===== src/rtl/stg_pkg.sv =====
// ----------------------------------------------------------------------------
// stg_pkg: square tone generator shared definitions
// Widths, tone limits, command codes and the types passed between the
// front end, the item queue, the executor and the divider.
// ----------------------------------------------------------------------------
`default_nettype none

package stg_pkg;

  // Free-running tick counter width (16 to 32)
  localparam int unsigned COUNTER_BITS = 32;
  localparam int unsigned CNT_W        = COUNTER_BITS;

  // Item field widths
  localparam int unsigned CMD_W  = 2;
  localparam int unsigned FREQ_W = 16;
  localparam int unsigned MS_W   = 16;

  // Tone state widths
  localparam int unsigned HALF_W = 15;
  localparam int unsigned TOG_W  = 22;

  // Divider: 32-bit dividend, 16-bit divisor, one quotient bit per cycle
  localparam int unsigned DIV_W      = 32;
  localparam int unsigned DSR_W      = 16;
  localparam int unsigned DIV_STEP_W = $clog2(DIV_W);

  // Tone limits and time base
  localparam int unsigned TICK_HZ  = 1000000;
  localparam int unsigned FREQ_MIN = 20;
  localparam int unsigned FREQ_MAX = 20000;
  localparam int unsigned MS_PER_S = 1000;

  // Toggle count 2*f*ms/1000 = (f*ms)/500: drop two bits of f*ms, then
  // divide by 125 with a scaled reciprocal (exact for a 29-bit operand)
  localparam int unsigned            TOG_PRE_SH   = 2;
  localparam int unsigned            TOG_Y_W      = 29;
  localparam int unsigned            TOG_RECIP_W  = 30;
  localparam logic [TOG_RECIP_W-1:0] TOG_RECIP    = 30'd549755814;
  localparam int unsigned            TOG_RECIP_SH = 36;

  // Item queue between front end and executor
  localparam int unsigned QDEPTH = 4;
  localparam int unsigned QPTR_W = $clog2(QDEPTH);

  // Command codes on the input channel
  localparam logic [CMD_W-1:0] CMD_TICK  = 2'd0;
  localparam logic [CMD_W-1:0] CMD_START = 2'd1;
  localparam logic [CMD_W-1:0] CMD_STOP  = 2'd2;

  // Classified operation carried through the queue
  typedef enum logic [1:0] {
    OP_NOP,
    OP_TICK,
    OP_START,
    OP_STOP
  } op_e;

  typedef struct packed {
    op_e               op;
    logic [FREQ_W-1:0] freq;
    logic [MS_W-1:0]   ms;
  } entry_t;

  // Divider request and response
  typedef struct packed {
    logic             start;
    logic [DIV_W-1:0] dividend;
    logic [DSR_W-1:0] divisor;
  } div_req_t;

  typedef struct packed {
    logic             done;
    logic [DIV_W-1:0] quotient;
  } div_rsp_t;

endpackage

`default_nettype wire


===== src/rtl/stg_in_if.sv =====
// ----------------------------------------------------------------------------
// stg_in_if: command channel
// Valid/ready channel carrying one command item with its tone settings.
// ----------------------------------------------------------------------------
`default_nettype none

interface stg_in_if;
  logic                         valid;
  logic                         ready;
  logic [stg_pkg::CMD_W-1:0]    cmd;
  logic [stg_pkg::FREQ_W-1:0]   tone_freq_hz;
  logic [stg_pkg::MS_W-1:0]     tone_ms;

  modport source (output valid, output cmd, output tone_freq_hz, output tone_ms,
                  input ready);
  modport sink   (input valid, input cmd, input tone_freq_hz, input tone_ms,
                  output ready);
endinterface

`default_nettype wire


===== src/rtl/stg_res_if.sv =====
// ----------------------------------------------------------------------------
// stg_res_if: result channel
// Valid/ready channel carrying the output level and running flag.
// ----------------------------------------------------------------------------
`default_nettype none

interface stg_res_if;
  logic valid;
  logic ready;
  logic tone_level;
  logic tone_running;

  modport source (output valid, output tone_level, output tone_running, input ready);
  modport sink   (input valid, input tone_level, input tone_running, output ready);
endinterface

`default_nettype wire


===== src/rtl/stg_front.sv =====
// ----------------------------------------------------------------------------
// stg_front: command front end
// Accepts command items and classifies them into queue operations. Starts
// with a frequency outside the audible range become no-ops here.
// ----------------------------------------------------------------------------
`default_nettype none

module stg_front (
  stg_in_if.sink          in_i,
  output logic            push_valid_o,
  output stg_pkg::entry_t push_entry_o,
  input  logic            push_ready_i
);

  logic freq_ok;

  // Check the start frequency window
  assign freq_ok = (in_i.tone_freq_hz >= stg_pkg::FREQ_W'(stg_pkg::FREQ_MIN)) &&
                   (in_i.tone_freq_hz <= stg_pkg::FREQ_W'(stg_pkg::FREQ_MAX));

  // Classify the command
  always_comb begin
    push_entry_o.freq = in_i.tone_freq_hz;
    push_entry_o.ms   = in_i.tone_ms;
    case (in_i.cmd)
      stg_pkg::CMD_TICK:  push_entry_o.op = stg_pkg::OP_TICK;
      stg_pkg::CMD_START: push_entry_o.op = freq_ok ? stg_pkg::OP_START : stg_pkg::OP_NOP;
      stg_pkg::CMD_STOP:  push_entry_o.op = stg_pkg::OP_STOP;
      default:            push_entry_o.op = stg_pkg::OP_NOP;
    endcase
  end

  // Transfer straight into the queue
  assign push_valid_o = in_i.valid;
  assign in_i.ready   = push_ready_i;

endmodule

`default_nettype wire


===== src/rtl/stg_queue.sv =====
// ----------------------------------------------------------------------------
// stg_queue: classified item queue
// Small FIFO that decouples the front end from the executor.
// ----------------------------------------------------------------------------
`default_nettype none

module stg_queue (
  input  logic            clk_i,
  input  logic            rst_ni,
  input  logic            push_valid_i,
  input  stg_pkg::entry_t push_entry_i,
  output logic            push_ready_o,
  output logic            pop_valid_o,
  output stg_pkg::entry_t pop_entry_o,
  input  logic            pop_ready_i
);

  stg_pkg::entry_t              mem_q [stg_pkg::QDEPTH];
  logic [stg_pkg::QPTR_W-1:0]   wr_ptr_q, wr_ptr_d;
  logic [stg_pkg::QPTR_W-1:0]   rd_ptr_q, rd_ptr_d;
  logic [stg_pkg::QPTR_W:0]     count_q, count_d;
  logic                         do_push, do_pop;

  assign push_ready_o = (count_q != (stg_pkg::QPTR_W+1)'(stg_pkg::QDEPTH));
  assign pop_valid_o  = (count_q != '0);
  assign pop_entry_o  = mem_q[rd_ptr_q];

  assign do_push = push_valid_i && push_ready_o;
  assign do_pop  = pop_valid_o && pop_ready_i;

  // Advance pointers and occupancy
  always_comb begin
    wr_ptr_d = do_push ? wr_ptr_q + 1'b1 : wr_ptr_q;
    rd_ptr_d = do_pop  ? rd_ptr_q + 1'b1 : rd_ptr_q;
    count_d  = count_q;
    if (do_push && !do_pop) begin
      count_d = count_q + 1'b1;
    end else if (do_pop && !do_push) begin
      count_d = count_q - 1'b1;
    end
  end

  always_ff @(posedge clk_i or negedge rst_ni) begin
    if (!rst_ni) begin
      wr_ptr_q <= '0;
      rd_ptr_q <= '0;
      count_q  <= '0;
    end else begin
      wr_ptr_q <= wr_ptr_d;
      rd_ptr_q <= rd_ptr_d;
      count_q  <= count_d;
    end
  end

  // Store pushed entries
  always_ff @(posedge clk_i) begin
    if (do_push) begin
      mem_q[wr_ptr_q] <= push_entry_i;
    end
  end

endmodule

`default_nettype wire


===== src/rtl/stg_div.sv =====
// ----------------------------------------------------------------------------
// stg_div: iterative divider
// Restoring radix-2 unsigned divider, one quotient bit per cycle. Pulses
// done with the quotient once the last quotient bit is shifted in.
// ----------------------------------------------------------------------------
`default_nettype none

module stg_div (
  input  logic              clk_i,
  input  logic              rst_ni,
  input  stg_pkg::div_req_t req_i,
  output stg_pkg::div_rsp_t rsp_o
);

  logic                           busy_q;
  logic                           done_q;
  logic [stg_pkg::DIV_STEP_W-1:0] step_q;
  logic [stg_pkg::DSR_W:0]        rem_q;
  logic [stg_pkg::DIV_W-1:0]      quo_q;
  logic [stg_pkg::DSR_W-1:0]      dsr_q;
  logic [stg_pkg::DSR_W:0]        rem_sh;
  logic                           fits;

  // Shift in the next dividend bit and trial-subtract
  assign rem_sh = {rem_q[stg_pkg::DSR_W-1:0], quo_q[stg_pkg::DIV_W-1]};
  assign fits   = (rem_sh >= {1'b0, dsr_q});

  always_ff @(posedge clk_i or negedge rst_ni) begin
    if (!rst_ni) begin
      busy_q <= 1'b0;
      done_q <= 1'b0;
      step_q <= '0;
      rem_q  <= '0;
      quo_q  <= '0;
      dsr_q  <= '0;
    end else begin
      done_q <= 1'b0;
      if (req_i.start) begin
        busy_q <= 1'b1;
        step_q <= '0;
        rem_q  <= '0;
        quo_q  <= req_i.dividend;
        dsr_q  <= req_i.divisor;
      end else if (busy_q) begin
        rem_q  <= fits ? rem_sh - {1'b0, dsr_q} : rem_sh;
        quo_q  <= {quo_q[stg_pkg::DIV_W-2:0], fits};
        step_q <= step_q + 1'b1;
        if (step_q == stg_pkg::DIV_STEP_W'(stg_pkg::DIV_W - 1)) begin
          busy_q <= 1'b0;
          done_q <= 1'b1;
        end
      end
    end
  end

  assign rsp_o.done     = done_q;
  assign rsp_o.quotient = quo_q;

endmodule

`default_nettype wire


===== src/rtl/stg_back.sv =====
// ----------------------------------------------------------------------------
// stg_back: tone executor
// Pops classified items, runs the counter and compare logic, works out the
// half period with the divider and the toggle count with a reciprocal
// multiply, and registers one result per item.
// ----------------------------------------------------------------------------
`default_nettype none

module stg_back (
  input  logic              clk_i,
  input  logic              rst_ni,
  input  logic              pop_valid_i,
  input  stg_pkg::entry_t   pop_entry_i,
  output logic              pop_ready_o,
  output stg_pkg::div_req_t div_req_o,
  input  stg_pkg::div_rsp_t div_rsp_i,
  stg_res_if.source         res_o
);

  typedef enum logic [1:0] {
    S_IDLE,
    S_HALF,
    S_CNT,
    S_APPLY
  } state_e;

  state_e                       state_q, state_d;
  logic [stg_pkg::CNT_W-1:0]    cnt_q, cnt_d;
  logic [stg_pkg::CNT_W-1:0]    cmp_q, cmp_d;
  logic [stg_pkg::HALF_W-1:0]   half_q, half_d;
  logic [stg_pkg::TOG_W-1:0]    tog_q, tog_d;
  logic                         endless_q, endless_d;
  logic                         level_q, level_d;
  logic [stg_pkg::FREQ_W-1:0]   freq_q, freq_d;
  logic [stg_pkg::MS_W-1:0]     ms_q, ms_d;
  logic [stg_pkg::HALF_W-1:0]   new_half_q, new_half_d;
  logic [stg_pkg::TOG_W-1:0]    new_tog_q, new_tog_d;
  logic [stg_pkg::DIV_W-1:0]    prod_q, prod_d;
  logic                         res_valid_q, res_valid_d;
  logic                         res_level_q, res_level_d;
  logic                         res_run_q, res_run_d;
  logic [stg_pkg::TOG_Y_W+stg_pkg::TOG_RECIP_W-1:0] tog_scaled;
  logic                         res_free;
  logic                         load_res;

  assign res_free    = !res_valid_q || res_o.ready;
  assign pop_ready_o = (state_q == S_IDLE) && res_free;

  // Scale (f*ms)/4 by the reciprocal of 125
  assign tog_scaled = prod_q[stg_pkg::TOG_PRE_SH +: stg_pkg::TOG_Y_W] * stg_pkg::TOG_RECIP;

  always_comb begin
    state_d     = state_q;
    cnt_d       = cnt_q;
    cmp_d       = cmp_q;
    half_d      = half_q;
    tog_d       = tog_q;
    endless_d   = endless_q;
    level_d     = level_q;
    freq_d      = freq_q;
    ms_d        = ms_q;
    new_half_d  = new_half_q;
    new_tog_d   = new_tog_q;
    prod_d      = prod_q;
    res_valid_d = res_valid_q && !res_o.ready;
    res_level_d = res_level_q;
    res_run_d   = res_run_q;
    load_res    = 1'b0;

    div_req_o.start    = 1'b0;
    div_req_o.dividend = stg_pkg::DIV_W'(stg_pkg::TICK_HZ);
    div_req_o.divisor  = {pop_entry_i.freq[stg_pkg::DSR_W-2:0], 1'b0};

    case (state_q)
      S_IDLE: begin
        if (pop_valid_i && res_free) begin
          case (pop_entry_i.op)
            stg_pkg::OP_TICK: begin
              // Advance the counter; toggle on a compare match
              cnt_d    = cnt_q + stg_pkg::CNT_W'(1);
              load_res = 1'b1;
              if ((half_q != '0) && (cnt_d == cmp_q)) begin
                level_d = !level_q;
                cmp_d   = cmp_q + stg_pkg::CNT_W'(half_q);
                if (!endless_q) begin
                  if (tog_q != '0) begin
                    tog_d = tog_q - 1'b1;
                  end else begin
                    half_d    = '0;
                    tog_d     = '0;
                    endless_d = 1'b0;
                  end
                end
              end
            end
            stg_pkg::OP_START: begin
              // Hold the settings and divide for the half period
              freq_d          = pop_entry_i.freq;
              ms_d            = pop_entry_i.ms;
              div_req_o.start = 1'b1;
              state_d         = S_HALF;
            end
            stg_pkg::OP_STOP: begin
              half_d    = '0;
              tog_d     = '0;
              endless_d = 1'b0;
              load_res  = 1'b1;
            end
            default: begin
              load_res = 1'b1;
            end
          endcase
        end
      end
      S_HALF: begin
        if (div_rsp_i.done) begin
          new_half_d = div_rsp_i.quotient[stg_pkg::HALF_W-1:0];
          prod_d     = freq_q * ms_q;
          new_tog_d  = '0;
          state_d    = (ms_q == '0) ? S_APPLY : S_CNT;
        end
      end
      S_CNT: begin
        // Take the toggle count from the scaled product
        new_tog_d = tog_scaled[stg_pkg::TOG_RECIP_SH +: stg_pkg::TOG_W];
        state_d   = S_APPLY;
      end
      S_APPLY: begin
        // Load the new tone once the result slot is free
        if (res_free) begin
          half_d    = new_half_q;
          tog_d     = new_tog_q;
          endless_d = (ms_q == '0);
          cmp_d     = cnt_q + stg_pkg::CNT_W'(new_half_q);
          load_res  = 1'b1;
          state_d   = S_IDLE;
        end
      end
      default: begin
        state_d = S_IDLE;
      end
    endcase

    if (load_res) begin
      res_valid_d = 1'b1;
      res_level_d = level_d;
      res_run_d   = (half_d != '0);
    end
  end

  always_ff @(posedge clk_i or negedge rst_ni) begin
    if (!rst_ni) begin
      state_q     <= S_IDLE;
      cnt_q       <= '0;
      cmp_q       <= '0;
      half_q      <= '0;
      tog_q       <= '0;
      endless_q   <= 1'b0;
      level_q     <= 1'b0;
      freq_q      <= '0;
      ms_q        <= '0;
      new_half_q  <= '0;
      new_tog_q   <= '0;
      prod_q      <= '0;
      res_valid_q <= 1'b0;
      res_level_q <= 1'b0;
      res_run_q   <= 1'b0;
    end else begin
      state_q     <= state_d;
      cnt_q       <= cnt_d;
      cmp_q       <= cmp_d;
      half_q      <= half_d;
      tog_q       <= tog_d;
      endless_q   <= endless_d;
      level_q     <= level_d;
      freq_q      <= freq_d;
      ms_q        <= ms_d;
      new_half_q  <= new_half_d;
      new_tog_q   <= new_tog_d;
      prod_q      <= prod_d;
      res_valid_q <= res_valid_d;
      res_level_q <= res_level_d;
      res_run_q   <= res_run_d;
    end
  end

  assign res_o.valid        = res_valid_q;
  assign res_o.tone_level   = res_level_q;
  assign res_o.tone_running = res_run_q;

endmodule

`default_nettype wire


===== src/rtl/square_tone_generator.sv =====
// ----------------------------------------------------------------------------
// square_tone_generator: single-channel square-wave tone generator
// Output-compare tone channel on a free-running microsecond tick counter.
// ----------------------------------------------------------------------------
// Each command item gives exactly one result with the output level and the
// running flag after that item. Tick, stop and unused commands are handled
// in the executor's idle state, so a stream of them runs at one item per
// cycle while the result channel does not stall. A start with an in-range
// frequency holds the executor from the idle state where it is taken,
// through the half period in the one-bit-per-cycle divider (32 steps and
// the done pulse), the toggle count by reciprocal multiplication (skipped
// when the duration is zero) and the load of the tone and the registered
// result. A four-entry queue keeps accepting commands while a start is
// worked out or a result waits to be taken.
`default_nettype none

module square_tone_generator (
  input  logic      clk_i,
  input  logic      rst_ni,
  stg_in_if.sink    in_i,
  stg_res_if.source res_o
);

  logic              push_valid;
  logic              push_ready;
  stg_pkg::entry_t   push_entry;
  logic              pop_valid;
  logic              pop_ready;
  stg_pkg::entry_t   pop_entry;
  stg_pkg::div_req_t div_req;
  stg_pkg::div_rsp_t div_rsp;

  stg_front u_front (
    .in_i         (in_i),
    .push_valid_o (push_valid),
    .push_entry_o (push_entry),
    .push_ready_i (push_ready)
  );

  stg_queue u_queue (
    .clk_i        (clk_i),
    .rst_ni       (rst_ni),
    .push_valid_i (push_valid),
    .push_entry_i (push_entry),
    .push_ready_o (push_ready),
    .pop_valid_o  (pop_valid),
    .pop_entry_o  (pop_entry),
    .pop_ready_i  (pop_ready)
  );

  stg_div u_div (
    .clk_i  (clk_i),
    .rst_ni (rst_ni),
    .req_i  (div_req),
    .rsp_o  (div_rsp)
  );

  stg_back u_back (
    .clk_i       (clk_i),
    .rst_ni      (rst_ni),
    .pop_valid_i (pop_valid),
    .pop_entry_i (pop_entry),
    .pop_ready_o (pop_ready),
    .div_req_o   (div_req),
    .div_rsp_i   (div_rsp),
    .res_o       (res_o)
  );

endmodule

`default_nettype wire


===== src/flat_wrapper.sv =====
// flat-port wrapper written by rule: the top's interface ports become plain ports
module square_tone_generator_flat 
  (clk_i, rst_ni, in_i_valid, in_i_cmd, in_i_tone_freq_hz, in_i_tone_ms, in_i_ready, res_o_valid, res_o_tone_level, res_o_tone_running, res_o_ready);
  stg_in_if in_i_i ();
  stg_res_if res_o_i ();
  input  logic clk_i;
  input  logic rst_ni;
  input wire logic [$bits(in_i_i.valid)-1:0] in_i_valid;
  input wire logic [$bits(in_i_i.cmd)-1:0] in_i_cmd;
  input wire logic [$bits(in_i_i.tone_freq_hz)-1:0] in_i_tone_freq_hz;
  input wire logic [$bits(in_i_i.tone_ms)-1:0] in_i_tone_ms;
  output wire logic [$bits(in_i_i.ready)-1:0] in_i_ready;
  output wire logic [$bits(res_o_i.valid)-1:0] res_o_valid;
  output wire logic [$bits(res_o_i.tone_level)-1:0] res_o_tone_level;
  output wire logic [$bits(res_o_i.tone_running)-1:0] res_o_tone_running;
  input wire logic [$bits(res_o_i.ready)-1:0] res_o_ready;
  assign in_i_i.valid = in_i_valid;
  assign in_i_i.cmd = in_i_cmd;
  assign in_i_i.tone_freq_hz = in_i_tone_freq_hz;
  assign in_i_i.tone_ms = in_i_tone_ms;
  assign in_i_ready = in_i_i.ready;
  assign res_o_valid = res_o_i.valid;
  assign res_o_tone_level = res_o_i.tone_level;
  assign res_o_tone_running = res_o_i.tone_running;
  assign res_o_i.ready = res_o_ready;
  square_tone_generator u_core (.clk_i(clk_i), .rst_ni(rst_ni), .in_i(in_i_i), .res_o(res_o_i));
endmodule

===== config.mk =====
export PLATFORM = sky130hd
export DESIGN_NAME = square_tone_generator_flat
export DESIGN_NICKNAME = d
export VERILOG_FILES = /design/src/rtl/stg_pkg.sv /design/src/rtl/stg_in_if.sv /design/src/rtl/stg_res_if.sv /design/src/rtl/stg_front.sv /design/src/rtl/stg_queue.sv /design/src/rtl/stg_div.sv /design/src/rtl/stg_back.sv /design/src/rtl/square_tone_generator.sv /design/src/flat_wrapper.sv
export SDC_FILE = /design/constraint.sdc
export NUM_CORES = 2
export LEC_CHECK = 0
export BUFFER_PORTS_ARGS = -buffer_cell sky130_fd_sc_hd__buf_2
export CAP_MARGIN = 20
export CORE_MARGIN = 3
export CORE_UTILIZATION = 35
export CTS_BUF_LIST = sky130_fd_sc_hd__clkbuf_16
export DETAILED_ROUTE_END_ITERATION = 12
export GPL_ROUTABILITY_DRIVEN = 0
export MAX_ROUTING_LAYER = met4
export SYNTH_ARGS = -nofsm -noshare
export SYNTH_HDL_FRONTEND = slang
export SYNTH_SLANG_ARGS = --single-unit

===== constraint.sdc =====
create_clock -name clk_i -period 15.3 [get_ports clk_i]
set_input_delay 3.825 -clock clk_i [delete_from_list [all_inputs] [get_ports clk_i]]
set_output_delay 3.825 -clock clk_i [all_outputs]
set_load 0.005 [all_outputs]

==> results.cfg <==
[grt]
grt_pass1_vias = 29500
grt_max_degree = 140
antenna_found_initial = 1
grt_pass1_wl_microns = 162000
grt_use_total_pct = 16.4
gr-total-overflow = 0

[floorplanning]
fp.dieW_microns = 354
rows = 126
start_util_pct = 35.5
fp.dieH_microns = 354
die_area_sq_um = 125000
boundaryPins = 42
core_area_sq_um = 119000

[yosys]
synthCells = 4216
ys.flop_type = dfrtp_1
synth_seq_area_share_pct = 26.4
synth_adder_area_share_pct = 37.3
syn_nets = 5237
synth_compound_area_share_pct = 9.38
synth_area_sq_um = 42300
synthSimpleGateAreaFrac_pct = 11.4
synth_edf_count = 136
synth-xor-area-share_pct = 3.64
postSynth.asyncResetShare_pct = 67.5
avgSynthCellArea_sq_um = 10.0
synth.area.mux_share_pct = 3.59
synth_top_family_by_area = adder cells
ys_ff_latch = 419
ys_types = 85
ys_warn_count = 0

[detailed_routing]
routed_via_density = 4.96
ant_nets = 0
dr.pass1.iters = 6
wl_per_cell_microns = 17.0
drt-total-wl_microns = 99100
num_vias = 28900
drc = 0
drtIter0Drc = 1644

[clock_tree]
cts_hold_buf = 0
clockBufferDepth = 3
clockRootBuffer = clkbuf_16
clkSlewWorstSetupHoldPaths_ps = 60
clkLatencyLatePin_ps = 600
cts_buffers = 47
htree_levels = 2
cts_setup_buffers = 0
cts_tree = done
cts_sinks = 419
cts_resized = 0

[sta]
rsz0062_at_grt = false
setup_viol = 0
clock.fmax_mhz = 119
maxSlewViolCount = 0
skew_ps = 29.2
tightest_slew_ps = 1150
slew_headroom_pct = 23.3
finalCritPeriodShare_pct = 54.9
setup_tns_ps = 0
min_period_ps = 8410
finalHoldViolCount = 0

[flow_run]
maxCapViolCount = 0

[setup_path]
end_kind = flip-flop
crit_path_start_kind = flip-flop
crit_required_ps = 15770
crit_arrival_ps = 8870
critPathKind = reg2reg
worstPathMaxFanout = 11
r2r_slack_ps = 6890

[finish]
area_delta_synth_final_pct = 7.90
finalNetCount = 5197
drive_gt1_share_pct = 5.43

[placed_design]
port_buffers = 41
hpwl_microns = 76100

[status]
status = complete, no violations

[min_path]
hold_class = reg2reg
==> worst paths after layout <==
path	startpoint	end	depth (start not counted)
worst min register to register	u_core.u_back.level_q	u_core.u_back.level_q	1
max in group asynchronous	rst_ni	u_core.u_back.ms_q[10]	3
worst min-delay path	u_core.u_back.level_q	u_core.u_back.level_q	1
worst max register to register	u_core.u_back.prod_q[19]	u_core.u_back.new_tog_q[20]	23
min in group asynchronous	rst_ni	u_core.u_back.cnt_q[2]	1
worst max-delay path	u_core.u_back.prod_q[19]	u_core.u_back.new_tog_q[20]	23
==> worst max-delay path, cell delays in order (launching register included) <==
cell and delay (ps):
dfrtp_1 740, ha_1 390, fa_1 460, fa_1 540
inv_1 50, fa_1 490, inv_1 50, fa_1 530
fa_1 450, fa_1 540, inv_1 50, fa_1 500
inv_1 40, ha_1 340, a21o_1 190, a21o_1 210
a211oi_1 220, o21ai_0 220, o31ai_1 830, o21ai_0 460
a221o_1 470, a211oi_1 270, xor2_1 160, o21ai_0 80
==> stage by stage <==
step	instance area (sq um)	worst slack, ps	hold slack (ps)	cells	utilization (%)
finish	45600	6890	468	5815	38.3
global route	45600	6510	478	5815	38.3
CTS	45600	6900	467	5813	38.3
detailed placement	44100	6900	446	5726	37.0
floorplan	42300	8160	433	4216	-
global placement	44100	7000	449	5726	37.0
==> cell type report <==
type | instances | area, sq um
clock inverter | 40 | 373
sequential | 419 | 11200
clock buffer | 47 | 1180
tap | 1600 | 2000
timing repair buffer | 68 | 428
fill | 11800 | 73400
multi-input combinational | 2886 | 27700
antenna | 1 | 2.50
inverter | 754 | 2830
==> registers in the layout (all words and copies together), names as in the netlist, 16 cells and up <==
register and cells:
u_core.u_queue.mem_q 136, u_core.u_back.cmp_q 32, u_core.u_back.cnt_q 32, u_core.u_div.quo_q 32, u_core.u_back.prod_q 29, u_core.u_back.new_tog_q 22, u_core.u_back.tog_q 22, u_core.u_back.freq_q 16
u_core.u_back.ms_q 16, u_core.u_div.rem_q 16
==> cells in the mapped netlist, drive strengths merged (11+ instances only) <==
cell type,count,share of area [%]
inv,754,6.7
ha,521,15
fa,462,22
nand2,388,3.4
dfrtp,283,17
o21ai,191,2.3
nor2,178,1.6
a21oi,140,1.7
edfxtp,136,9.7
and2,129,1.9
clkbuf,119,1.1
xnor2,109,2.3
a21o,78,1.4
xor2,67,1.4
nand3,60,0.71
nor3,54,0.64
mux2i,48,1.1
and3,39,0.58
buf,38,0.51
a211oi,35,0.63
mux4,34,1.8
nor4,28,0.45
nand4,26,0.42
mux2,24,0.64
nand2b,23,0.36
nor2b,23,0.34
o21a,23,0.41
o31ai,19,0.35
a31oi,18,0.27
a22oi,15,0.27
and4,14,0.29
o211ai,12,0.21
o21bai,11,0.20
==> cells by family (layout without fill, tap and decap cells) <==
family,after synthesis,count (layout)
buf+inv,911,909
compound gates,623,623
flops,419,419
fa+ha+maj,983,983
xor+xnor,176,176
simple gates,998,998
other cells,0,1
mux,106,106
==> placed cells by master (no fill, tap or decap), types with 25 or more instances in the layout <==
cell type,n
mux4_2,34
dfrtp_1,281
and2_1,128
edfxtp_1,136
nand3_1,60
xor2_1,67
nor4_1,27
buf_4,25
mux2i_1,48
fa_1,462
o21ai_1,33
ha_1,520
nand4_1,25
a211oi_1,34
buf_2,41
xnor2_1,109
and3_1,38
clkbuf_16,47
a21oi_1,138
a21o_1,77
nor3_1,54
o21ai_0,158
nor2_1,178
nand2_1,386
inv_1,764
==> layer usage <==
| layer | routed length, microns | GRT usage [%] |
|---|---|---|
| met4 | 1990 | 3.44 |
| met1 | 47400 | 22.9 |
| met2 | 45600 | 25.7 |
| met5 | 0 | - |
| met3 | 4090 | 1.88 |
Power is not shown: default switching activity piles up to over one toggle a cycle in this logic, so the estimate is an artifact.
